$ cat src/hw/rtl/bitmap_block_allocator_macros.svh
// ---------------------------------------------------------------------------
// Assertion macros for the bitmap block allocator
// Wrap concurrent checks so that synthesis sees nothing.
// ---------------------------------------------------------------------------
`ifndef BITMAP_BLOCK_ALLOCATOR_MACROS_SVH
`define BITMAP_BLOCK_ALLOCATOR_MACROS_SVH

`ifndef SYNTHESIS
// Check a property at every rising edge outside of reset.
`define BBA_ASSERT(label, prop, msg) \
  label: assert property (@(posedge clk) disable iff (rst) prop) else $error(msg);
// Check that a condition implies another in the next cycle.
`define BBA_ASSERT_NEXT(label, ante, cons, msg) \
  label: assert property (@(posedge clk) disable iff (rst) (ante) |=> (cons)) else $error(msg);
`else
`define BBA_ASSERT(label, prop, msg)
`define BBA_ASSERT_NEXT(label, ante, cons, msg)
`endif

`endif

$ cat src/hw/rtl/bba_pkg.sv
// ---------------------------------------------------------------------------
// bba_pkg
// Shared types and constants of the bitmap block allocator.
// ---------------------------------------------------------------------------
package bba_pkg;

  localparam int ID_W       = 15;
  localparam int STATUS_W   = 2;
  localparam int WORD_W     = 32;
  localparam int BIT_W      = 5;
  localparam int IN_DATA_W  = 16;
  localparam int OUT_DATA_W = 16;

  localparam logic [ID_W-1:0] FDB_RESET = 15'd1036;

  localparam logic ACT_ALLOC = 1'b0;
  localparam logic ACT_FREE  = 1'b1;

  localparam logic [STATUS_W-1:0] STATUS_OK      = 2'd0;
  localparam logic [STATUS_W-1:0] STATUS_FULL    = 2'd1;
  localparam logic [STATUS_W-1:0] STATUS_ILLEGAL = 2'd2;

  typedef enum logic [2:0] {
    ST_CLEAR,
    ST_IDLE,
    ST_READ,
    ST_CHECK,
    ST_DONE
  } bba_state_t;

  // Commands from the controller to the datapath.
  typedef struct packed {
    logic clr_write;
    logic load;
    logic rd;
    logic commit;
    logic finish;
    logic advance;
    logic out_load;
  } bba_cmd_t;

  // Status from the datapath to the controller.
  typedef struct packed {
    logic clr_last;
    logic act_free;
    logic reject;
    logic found;
    logic last_word;
    logic out_room;
  } bba_sts_t;

endpackage

$ cat src/hw/rtl/bba_ctrl.sv
// ---------------------------------------------------------------------------
// bba_ctrl
// Controller: clearing pass, request sequencing and result hand-off.
// ---------------------------------------------------------------------------
`include "bitmap_block_allocator_macros.svh"

module bba_ctrl (
  input  logic              clk,
  input  logic              rst,
  input  logic              in_valid,
  output logic              in_ready,
  input  bba_pkg::bba_sts_t sts,
  output bba_pkg::bba_cmd_t cmd
);

  import bba_pkg::*;

  bba_state_t state;
  bba_state_t state_next;

  always_ff @(posedge clk) begin
    if (rst) begin
      state <= ST_CLEAR;
    end else begin
      state <= state_next;
    end
  end

  always_comb begin
    state_next = state;
    case (state)
      ST_CLEAR: begin
        if (sts.clr_last) begin
          state_next = ST_IDLE;
        end
      end
      ST_IDLE: begin
        if (in_valid) begin
          state_next = ST_READ;
        end
      end
      ST_READ: begin
        state_next = sts.reject ? ST_DONE : ST_CHECK;
      end
      ST_CHECK: begin
        if (sts.act_free || sts.found || sts.last_word) begin
          state_next = ST_DONE;
        end else begin
          state_next = ST_READ;
        end
      end
      ST_DONE: begin
        if (sts.out_room) begin
          state_next = ST_IDLE;
        end
      end
      default: state_next = ST_CLEAR;
    endcase
  end

  always_comb begin
    cmd      = '0;
    in_ready = 1'b0;
    case (state)
      ST_CLEAR: begin
        cmd.clr_write = 1'b1;
      end
      ST_IDLE: begin
        in_ready = 1'b1;
        cmd.load = in_valid;
      end
      ST_READ: begin
        cmd.finish = sts.reject;
        cmd.rd     = !sts.reject;
      end
      ST_CHECK: begin
        cmd.commit  = sts.act_free || sts.found;
        cmd.finish  = sts.act_free || sts.found || sts.last_word;
        cmd.advance = !(sts.act_free || sts.found || sts.last_word);
      end
      ST_DONE: begin
        cmd.out_load = sts.out_room;
      end
      default: begin
        cmd = '0;
      end
    endcase
  end

  `BBA_ASSERT(a_commit_in_check, cmd.commit |-> state == ST_CHECK, "map write outside check")
  `BBA_ASSERT(a_out_load_room, cmd.out_load |-> sts.out_room, "result overwrites pending word")
  `BBA_ASSERT_NEXT(a_advance_reads, cmd.advance, state == ST_READ, "scan advance lost")

endmodule

$ cat config.mk
export PLATFORM = sky130hd
export DESIGN_NAME = bba_ctrl
export DESIGN_NICKNAME = d
export VERILOG_FILES = /design/src/hw/rtl/bba_pkg.sv /design/src/hw/rtl/bba_ctrl.sv
export VERILOG_INCLUDE_DIRS = /design/src /design/src/hw/rtl
export SDC_FILE = /design/constraint.sdc
export NUM_CORES = 1
export LEC_CHECK = 0
export BUFFER_PORTS_ARGS = -buffer_cell sky130_fd_sc_hd__buf_4
export CELL_PAD_IN_SITES_DETAIL_PLACEMENT = 1
export CELL_PAD_IN_SITES_GLOBAL_PLACEMENT = 1
export CORE_AREA = 4 4 41 43
export CTS_CLUSTER_SIZE = 40
export DETAILED_ROUTE_END_ITERATION = 16
export DIE_AREA = 0 0 45 47
export GPL_ROUTABILITY_DRIVEN = 0
export PLACE_DENSITY = 0.62
export SETUP_SLACK_MARGIN = 0.1
export SLEW_MARGIN = 20
export SYNTH_ARGS = -nofsm -noshare
export SYNTH_HDL_FRONTEND = slang
export SYNTH_SLANG_ARGS = --single-unit
$ cat constraint.sdc
create_clock -name clk -period 1.3 [get_ports clk]
set_input_delay 0.195 -clock clk [delete_from_list [all_inputs] [get_ports clk]]
set_output_delay 0.195 -clock clk [all_outputs]
set_load 0.005 [all_outputs]
==> results by group, run 1 <==
Status
  – Status: finished with violations
  – Failing checks: setup timing

Synth
  – Mapped Area: around 240 µm²
  – Mapped Nets: 42
  – FF+latch count, synth: 3
  – Netlist cell types: 19
  – Avg Cell Area, Syn: 7.393 µm²
  – Register area share after synthesis: 0.2462
  – Yosys synthesis warning count: 0
  – Gate Count Post-Synth: 33

Floorplanning
  – Row cnt: 13
  – DIE WIDTH: 45 µm
  – Core Region: ~1300 µm²
  – Initial Utilization: 0.1875
  – Die area: roughly 2100 µm²
  – IO Pins: 17
  – Chip height: 47 µm

Finish
  – Reg with most FFs: state
  – Max reg flops: 3
  – Fill count: 161
  – Multi-input logic area: 216.5 µm²
  – # diodes: 0
  – Most common cell after layout, fill and taps aside: buf_4
  – Utilization after layout: 0.4317
  – Synthesis-to-layout area growth: 130.3%
  – Seq. cell area: 71.32 µm²
  – Proportion of layout cells with a drive suffix above 1: 0.7097
  – Most frequent cells in the layout: buf_4, nor2_1, buf_6, clkbuf_4, dfxtp_4
  – Largest regs: state x3
  – Final net count: around 70

Job
  – Max-cap viol count: 0

Place
  – Post-DP HPWL: 698 µm
  – # port buffers: 16

Critical path
  – Delay-heaviest family, CP: simple AND/OR/NAND/NOR gates
  – Crit path capture type: output pin
  – Arr. time, crit path: 1180 ps
  – Worst path cell trace: nor4b_4, nor2b_2, buf_4
  – Max FO, Critical Path: 4
  – Worst setup SP type: flop
  – Critical Path RT: 1110 ps
  – Critical path's slowest cell: dfxtp_4
  – CP Class: flop to output pin
  – Crit path buf inv count: 1
  – R2R setup slack: 0 ps
  – CP peak stage delay: 350 ps

Drt
  – Vias per cell: 4.377
  – Vias: between 300 and 400
  – Post-Route WL: 1.020 mm
  – Initial detailed-routing violation count: 0
  – DRT antenna net count: 0
  – DR WL/cell: 13.25 µm
  – First-pass DRT Iterations: 1
  – DRC viols: 0

Global routing
  – Initial antenna violation count: 0
  – Total GRT Usage: 0.1057
  – Met3 usage: 0.03831
  – GR met1 Demand/Resource: 0.1131
  – Global-route wire length before repair: approximately 1.6 mm
  – Congestion Overflow GR: 0
  – Peak-usage layer in the global routing report: met2
  – Largest net degree at the start of global routing: 7
  – Vias in the first global route: 359
  – Met2 Usage GRT: 0.1836

CTS
  – Clock sink count: 3
  – TritonCTS Buffers: 3
  – Clk slew on worst S/H paths: 40 ps
  – Worst skew pair latency: 230 ps
  – Max Root-Sink Buffers: 2
  – CTS H-tree depth: 1
  – Root buf cell: clkbuf_4
  – CTS tree: built

STA
  – Final Hold Fails: 0
  – Slew Viols, Final: 0
  – Setup violators final: 2
  – Max Clock Skew: 4.715 ps
  – Final Cycle Share: 1.055
  – WHS: 156.1 ps
  – Slew at the pin closest to its max-slew limit: approximately 290 ps
  – Slew HR: 0.8055
  – RSZ-0062 raised after global routing: true
  – Fmax: 728.9 MHz
  – Min Tclk post-route: between 1000 and 1500 ps
  – Post-layout worst setup margin: -71.90 ps

Pwr
  – Static leakage: between 0.2 and 0.3 nW
  – PD cells: 1209 nW/µm²
  – Maximum VDD drop: 567.7 µV

Min path
  – Tightest Hold Check Type: input port to flop
## routing by layer
metal  routed length, µm  share of wire
met4                   0              0
met5                   0              0
met1                 378           0.37
met3                  35          0.034
met2                 607           0.60
## layout make-up
cell class,instances,area share
Tap cell,15,0.03341
Sequential cell,3,0.1269
Timing Repair Buffer,26,0.3875
Inverter,3,0.02004
Clock buffer,4,0.04677
Multi-Input combinational cell,26,0.3853
## through the flow
stage	power, mW	std cells	area [µm²]	worst slack (ps)	TNS, ps
2_1_floorplan	0.2683	33	244.0	180.5	0
4_1_cts	0.6324	75	513.0	-37.65	-69.36
3_5_place_dp	0.3894	68	409.1	5.461	0
5_1_grt	0.7329	77	561.8	-132.3	-456.3
3_3_place_gp	0.3865	68	409.1	22.52	0
6_report	0.6790	77	561.8	-71.90	-108.5
## where the power goes
group | leakage (nW) | switching (mW) | internal, mW | total [mW]
clock | 0.0150 | 0.0475 | 0.115 | 0.162
combinational | 0.213 | 0.158 | 0.218 | 0.376
sequential | 0.0267 | 0.0257 | 0.115 | 0.140
## timing repair
action	in CTS	in global routing
hold buffers	0	0
setup buffers	3	2
pin swaps	4	3
setup endpoints to repair	11	10
gates resized for setup	14	11
## worst paths after layout
check,cells past startpoint,from,to
max,3,state[0],cmd[1]
min,2,rst,state[1]
max reg2reg,6,state[0],state[0]
min reg2reg,2,state[2],state[1]
## Yosys cell counts
cell / n / share of area
nor2_4: 1 / 0.046
nand2_1: 1 / 0.015
nor2b_1: 1 / 0.026
inv_1: 3 / 0.046
dfxtp_1: 3 / 0.25
o41ai_2: 1 / 0.067
nor3_1: 2 / 0.041
nor3b_1: 1 / 0.031
buf_6: 1 / 0.046
and3_1: 1 / 0.026
nand2b_1: 1 / 0.026
nor2_1: 8 / 0.12
a31oi_1: 1 / 0.026
and2_1: 1 / 0.026
o21ai_0: 2 / 0.041
nor4b_2: 1 / 0.062
mux2i_1: 1 / 0.041
nor4_1: 1 / 0.026
a21oi_1: 2 / 0.041
## kinds of logic (layout without fill, tap and decap cells)
kind of cell    count (synthesis)  after routing  share of synthesized area
compound gates                  6              6                     0.1744
buf+inv                         4             33                    0.09230
flops                           3              3                     0.2462
mux                             1              1                    0.04103
simple gates                   19             19                     0.4462
No activity file was read; power rests on OpenSTA's default activity.
==> run 2: changes to the inputs <==
Settings changed: ABC_AREA from default to 1, GPL_ROUTABILITY_DRIVEN 0 to default, PLACE_DENSITY 0.62 to 0.67.
==> run 2 against run 1 <==
Against the previous run:
- highest routed layer unchanged
- sequential power is 12% lower
- register-to-register slack better by 210 ps
- routed wire length is 16% lower
- largest power group unchanged
- the flow now finishes without violations
- combinational power is 42% lower
==> results by group, run 2 <==
Pwr
  – Static leakage: 0.2896 nW (+14%)
  – PD cells: 1044 nW/µm² (-14%)
  – Total Power: 0.5068 mW (-25%)
  – Maximum VDD drop: 588.5 µV (+3.7%)

Drt
  – DRT antenna net count: 0 (unchanged)
  – First-pass DRT Iterations: 4 (+3)
  – Initial detailed-routing violation count: 3 (+3)
  – Vias per cell: 4.103 (-6.2%)
  – Vias: 357 (+5.9%)
  – DRC viols: 0 (unchanged)
  – DR WL/cell: 9.793 µm (-26%)
  – Post-Route WL: 852 µm (-16%)

CTS
  – Root buf cell: clkbuf_4
  – CTS tree: built
  – Clk slew on worst S/H paths: 40 ps (about the same)
  – Max Root-Sink Buffers: 2 (unchanged)
  – Hold buffers post-CTS: 0 (unchanged)
  – Clock sink count: 3 (unchanged)
  – Worst skew pair latency: 230 ps (about the same)
  – CTS H-tree depth: 1 (unchanged)
  – TritonCTS Buffers: 3 (unchanged)

Finish
  – Fill count: 175 (+8.7%)
  – Final net count: 82 (+14%)
  – # diodes: 0 (unchanged)
  – Synthesis-to-layout area growth: 93.04%
  – Fin area: 485.5 µm² (-14%)
  – Utilization after layout: 0.3731 (-0.05865)
  – Proportion of layout cells with a drive suffix above 1: 0.5278 (-0.1819)
  – Reg with most FFs: state
  – Post-Layout Cell Count: 87 (+13%)
  – Most frequent cells in the layout: buf_4, inv_1, nand2_1, nor2_1
  – Largest regs: state x3
  – Most common cell after layout, fill and taps aside: buf_4
  – Max reg flops: 3 (unchanged)

Floorplanning
  – Chip height: 47 µm (unchanged)
  – Initial Utilization: 0.1933 (+0.005769)
  – IO Pins: 17 (unchanged)
  – Row cnt: 13 (unchanged)
  – Core Region: 1301 µm² (unchanged)
  – DIE WIDTH: 45 µm (unchanged)
  – Die area: 2115 µm² (unchanged)

STA
  – WHS: 125.5 ps (-30.61 ps)
  – Min Tclk post-route: 1258 ps (-114.1 ps)
  – Slew HR: 0.8696 (+0.06411)
  – Fin Setup TNS: 0 ps (+108.5 ps)
  – Final Hold Fails: 0 (unchanged)
  – Setup violators final: 0 (-2)
  – RSZ-0062 raised after global routing: true
  – Post-layout worst setup margin: 42.23 ps (+114.1 ps)
  – Final Cycle Share: 0.9675 (-0.08779)
  – Fmax: 795.1 MHz (+9.1%)
  – Slew Viols, Final: 0 (unchanged)
  – Slew at the pin closest to its max-slew limit: 194.8 ps (-95.79 ps)
  – Max Clock Skew: 3.452 ps (-1.262 ps)

Synth
  – Yosys synthesis warning count: 0 (unchanged)
  – Top area cells in the synthesized netlist: dfxtp_1, inv_1, nor2_1, nand2_1, nand3_1
  – Mapped Area: 251.5 µm² (+3.1%)
  – Simple-gate share of the synthesized area: 0.4328 (-0.01332)
  – Post-Synth XOR/XNOR Area: 0 (unchanged)
  – EDFF count, synth: 0 (unchanged)
  – Synth Area in Adders: 0 (unchanged)
  – Post-synth ARST share: 0 (unchanged)
  – FF+latch count, synth: 3 (unchanged)
  – Largest family of logic cells by synthesized area: simple AND/OR/NAND/NOR gates
  – Top post-synthesis cells by count: inv_1, nor2_1, nand2_1, nand3_1, dfxtp_1
  – Yosys top cell by area: dfxtp_1
  – Avg Cell Area, Syn: 5.239 µm² (-29%)
  – Compound-Gate Fraction of Synth Area: 0.08955 (-0.08481)
  – Register area share after synthesis: 0.2388 (-0.007348)
  – Mapped Nets: 57 (+36%)
  – Gate Count Post-Synth: 48 (+45%)
  – Post-synthesis mux area share: 0 (-0.04103)
  – Netlist cell types: 13 (-6)
  – Count leader, synth: inv_1
  – Top cell type's share of synthesized area: 0.2388 (-0.007348)
  – Main synth FF type: dfxtp_1

Critical path
  – Critical Path End: cmd[2]
  – R2R setup slack: 210 ps (+210 ps)
  – Arr. time, crit path: 1060 ps (-120 ps)
  – R2r endpoint: state[2]
  – Critical R2R Launch: state[1]
  – Max FO, Critical Path: 3 (-1)
  – Worst setup SP type: flop
  – Critical Path RT: 1110 ps (about the same)
  – Worst Reg2Reg Path Length in Cells: 7 (+1)
  – Worst Setup SP: state[1]
  – Crit path capture type: output pin
  – CP Class: flop to output pin

Min path
  – Hold Startpoint: rst
  – Tightest Hold Check Type: input port to flop

Global routing
  – Met2 Usage GRT: 0.1780 (-0.005650)
  – Total GRT Usage: 0.09550 (-0.01018)
  – Initial antenna violation count: 0 (unchanged)
  – Largest net degree at the start of global routing: 6 (-1)
  – Global-route wire length before repair: 1.393 mm (-12%)
  – Vias in the first global route: 384 (+7.0%)
  – Peak-usage layer in the global routing report: met2
  – GR met1 Demand/Resource: 0.08390 (-0.02922)
  – Congestion Overflow GR: 0 (unchanged)
  – Met3 usage: 0.03448 (-0.003831)

Place
  – Placed Area: 390.4 µm² (-4.6%)
  – Dpl ws: 182.2 ps (+176.7 ps)
  – Post-DP HPWL: 681 µm (-2.4%)
  – # port buffers: 16 (unchanged)
  – GPL Wtd Cong: 0.7395
  – Cells after DPL: 79 (+16%)

Job
  – Max-cap viol count: 0 (unchanged)

Status
  – Status: finished clean
[run 2: cell count changes after synthesis, moves of 2 or more]
cell and change:
inv_1 +12, nand2_1 +7, nand3_1 +4, nor2_1 +2
[run 2: logic make-up after synthesis]
logic type,Yosys count
AO/OA/AOI/OAI,4
buffers and inverters,16
flip-flops,3
AND/OR/NAND/NOR,25
[run 2: how the worst min path moves through the flow]
stage          endpoint  slack (ps)  cells after the start
2_1_floorplan  state[1]         270                      1
3_3_place_gp   state[0]         380                      2
3_5_place_dp   state[1]         380                      2
4_1_cts        state[1]         110                      2
5_1_grt        state[0]         130                      2
6_report       state[1]         130                      2
[run 2: cell type report]
type | instances | area (µm²) | share of cell area
Sequential cell | 3 | 66.31 | 0.1366
Inverter | 16 | 60.06 | 0.1237
Timing Repair Buffer | 20 | 150.1 | 0.3093
Clock buffer | 4 | 26.28 | 0.05412
Multi-Input combinational cell | 29 | 163.9 | 0.3376
Tap cell | 15 | 18.77 | 0.03866
[run 2: power breakdown]
part	leakage, nW	internal [mW]	total [mW]	switching [mW]
registers	0.0261	0.108	0.123	0.0154
clock network	0.0150	0.115	0.165	0.0501
logic	0.249	0.110	0.219	0.109
[run 2: per-layer routing]
layer | part of all wire | vias up
met5 | 0 | -
met4 | 0 | 0
met3 | 0.061 | 0
met2 | 0.55 | 9
met1 | 0.39 | 160
li1 | - | 188
[run 2: what timing repair did]
item / 4_1_cts / 5_1_grt
gates resized for setup: 9 / 8
pin swaps: 2 / 4
cloned: 0 / 0
endpoints found under the setup margin: 8 / 8
setup buffers: 3 / 1
[run 2: critical path: stages, from the launching register on]
cell     delay [ps]
dfxtp_2         340
inv_2            60
nor2_4          110
nand2_2          70
o21ai_2         130
buf_4           120
==> run 3: changes to the inputs <==
--- a/config.mk
+++ b/config.mk
@@ -15,4 +15,5 @@
 export DETAILED_ROUTE_END_ITERATION = 16
 export DIE_AREA = 0 0 45 47
+export GPL_ROUTABILITY_DRIVEN = 0
 export PLACE_DENSITY = 0.67
 export SETUP_SLACK_MARGIN = 0.1
==> constraint.sdc (replaced) <==
create_clock -name clk -period 1.3 [get_ports clk]
set_input_delay 0 -clock clk [delete_from_list [all_inputs] [get_ports clk]]
set_output_delay 0 -clock clk [all_outputs]
set_load 0.005 [all_outputs]
==> run 3 against run 2 <==
Against the previous run:
- first-iteration DRC count is 100% lower
- maximum frequency is 15% higher
- die area stayed put
- flip-flop and latch count stayed put
- combinational power is 16% lower
- routed wire length is 9.6% lower
- worst hold slack worse by 22 ps
- critical path depth stayed put
- global-route usage is 1.0 points lower
- sequential share of layout area is 0.50 points higher
- count of clock-buffer cells in the layout stayed put
- setup slack better by 160 ps
- critical endpoint unchanged
- highest routed layer unchanged
==> results by group, run 3 (same netlist as run 2, synthesis figures left out) <==
Status
  – Status: finished clean

Critical path
  – Worst Reg2Reg Path Length in Cells: 6 (-1)
  – Arr. time, crit path: 1100 ps (+40 ps)
  – CP most frequent cell: o21ai_1
  – R2R setup slack: 310 ps (+100 ps)
  – Max FO, Critical Path: 4 (+1)
  – CP peak stage delay: 360 ps (+20 ps)
  – Delay-heaviest family, CP: flip-flops
  – Critical path's slowest cell: dfxtp_2
  – Crit path buf inv count: 1 (-1)
  – R2r endpoint: state[0]
  – Critical R2R Launch: state[1]
  – Worst path cell trace: nand2_1, nor2_2, o21ai_1, o21ai_1, buf_4
  – Worst setup SP type: flop
  – Crit path capture type: output pin
  – CP Class: flop to output pin
  – Critical Path RT: 1300 ps (+190 ps)

Finish
  – Fill count: 183 (+4.6%)
  – Largest regs: state x3
  – # diodes: 0 (unchanged)
  – Most frequent cells in the layout: buf_4, inv_1, nand2_1, nor2_1, nand3_1
  – Fin area: 441.7 µm² (-9.0%)
  – Reg with most FFs: state
  – Most common cell after layout, fill and taps aside: buf_4
  – Proportion of layout cells with a drive suffix above 1: 0.3913 (-0.1365)
  – Synthesis-to-layout area growth: 75.62%
  – Final net count: 79 (-3.7%)
  – Max reg flops: 3 (unchanged)

Drt
  – Vias: 340 (-4.8%)
  – First-pass DRT Iterations: 1 (-3)
  – DR WL/cell: 9.167 µm (-6.4%)
  – Post-Route WL: 770 µm (-9.6%)
  – Vias per cell: 4.048 (-1.4%)
  – Initial detailed-routing violation count: 0 (-3)
  – DRC viols: 0 (unchanged)
  – DRT antenna net count: 0 (unchanged)

STA
  – Slew at the pin closest to its max-slew limit: 212.9 ps (+18.17 ps)
  – Max Clock Skew: 0.2556 ps (-3.197 ps)
  – Final Hold Fails: 0 (unchanged)
  – Fmax: 911.2 MHz (+15%)
  – Slew Viols, Final: 0 (unchanged)
  – Min Tclk post-route: 1097 ps (-160.4 ps)
  – Final Cycle Share: 0.8442 (-0.1233)
  – Setup violators final: 0 (unchanged)
  – Slew HR: 0.8579 (-0.01173)
  – RSZ-0062 raised after global routing: true
  – Fin Setup TNS: 0 ps (unchanged)

Min path
  – Hold endpoint: state[0]
  – Worst hold path cell count: 4 (+2)
  – Tightest Hold Check Type: input port to flop
  – Hold Startpoint: in_valid

Global routing
  – Congestion Overflow GR: 0 (unchanged)
  – Global-route wire length before repair: 1.304 mm (-6.4%)
  – Total GRT Usage: 0.08511 (-0.01039)
  – Vias in the first global route: 365 (-4.9%)
  – Initial antenna violation count: 0 (unchanged)
  – Largest net degree at the start of global routing: 6 (unchanged)

Floorplanning
  – Row cnt: 13 (unchanged)
  – DIE WIDTH: 45 µm (unchanged)
  – Initial Utilization: 0.1933 (unchanged)
  – Chip height: 47 µm (unchanged)
  – Core Region: 1301 µm² (unchanged)
  – IO Pins: 17 (unchanged)
  – Die area: 2115 µm² (unchanged)

CTS
  – Clk slew on worst S/H paths: 40 ps (about the same)
  – Clock sink count: 3 (unchanged)
  – Worst skew pair latency: 230 ps (about the same)
  – CTS H-tree depth: 1 (unchanged)
  – Post CTS Setup Buffer Count: 0 (-3)
  – Max Root-Sink Buffers: 2 (unchanged)
  – Root buf cell: clkbuf_4
  – CTS tree: built
  – TritonCTS Buffers: 3 (unchanged)

Job
  – Max-cap viol count: 0 (unchanged)

Pwr
  – P_int: 0.3142 mW (-5.4%)
  – Static leakage: 0.2748 nW (-5.1%)
  – Total Power: 0.4717 mW (-6.9%)
  – Sequential Power Share: 0.264 (+0.022)
  – Clk pwr share: 0.343 (+0.017)
  – Psw: 0.1576 mW (-9.7%)
  – Gate power share: 0.393 (-0.038)
  – Switching share of total power: 0.3340 (-0.01046)
  – PD cells: 1068 nW/µm² (+2.3%)
  – Maximum VDD drop: 402.5 µV (-32%)

Place
  – Placed Area: 390.4 µm² (unchanged)
  – Post-DP HPWL: 668 µm (-1.9%)
  – # port buffers: 16 (unchanged)
## run 3: worst max-delay path by stage
stage,slack (ps),depth (start not counted),start,to
4_1_cts,110,5,state[1],cmd[2]
3_3_place_gp,310,6,state[1],state[0]
3_5_place_dp,250,6,state[0],state[0]
6_report,200,5,state[0],cmd[2]
2_1_floorplan,360,6,state[0],state[0]
5_1_grt,100,5,state[0],cmd[2]
## run 3: repair_timing
action | 4_1_cts | 5_1_grt
hold buffers | 1 | 0
setup endpoints to repair | 1 | 4
resized for setup | 1 | 6
cloned | 0 | 0
hold endpoints to repair | 2 | 0
## run 3: per-layer routing
layer  up-vias  routed length, µm  GRT usage
li1        182                  -          -
met1       149                302    0.08578
met2         9                404     0.1554
met3         0                 63    0.02299
met4         0                  0    0.05263
met5         -                  0          0
## run 3: final cells by class
class	count	area [µm²]	area share
Multi-Input combinational cell	29	143.9	0.3258
Inverter	16	60.06	0.1360
Clock buffer	4	26.28	0.05949
Timing Repair Buffer	17	130.1	0.2946
Tap cell	15	18.77	0.04249
Sequential cell	3	62.56	0.1416
## run 3: power by group through the flow
stage	clock, mW	sequential (mW)	combinational, mW
floorplan	0	0.117	0.0987
global placement	0	0.120	0.178
detailed placement	0	0.122	0.180
CTS	0.172	0.120	0.184
global route	0.175	0.127	0.213
finish	0.162	0.125	0.185
## run 3: metrics by stage
step	util	setup WS (ps)	cells	hold slack, ps
global placement	0.3000	309.0	79	181.0
finish	0.3394	202.6	84	103.3
floorplan	-	363.6	48	70.71
CTS	0.3298	112.5	84	107.1
detailed placement	0.3000	250.7	79	185.6
global route	0.3394	99.64	84	159.4
## run 3: worst register-to-register path, cell delays in order (launching register included)
cell and delay (ps):
dfxtp_2 320, nor2_2 140, nand3_1 110, nand2_1 110, inv_1 40, a21oi_1 110
nor2_1 60
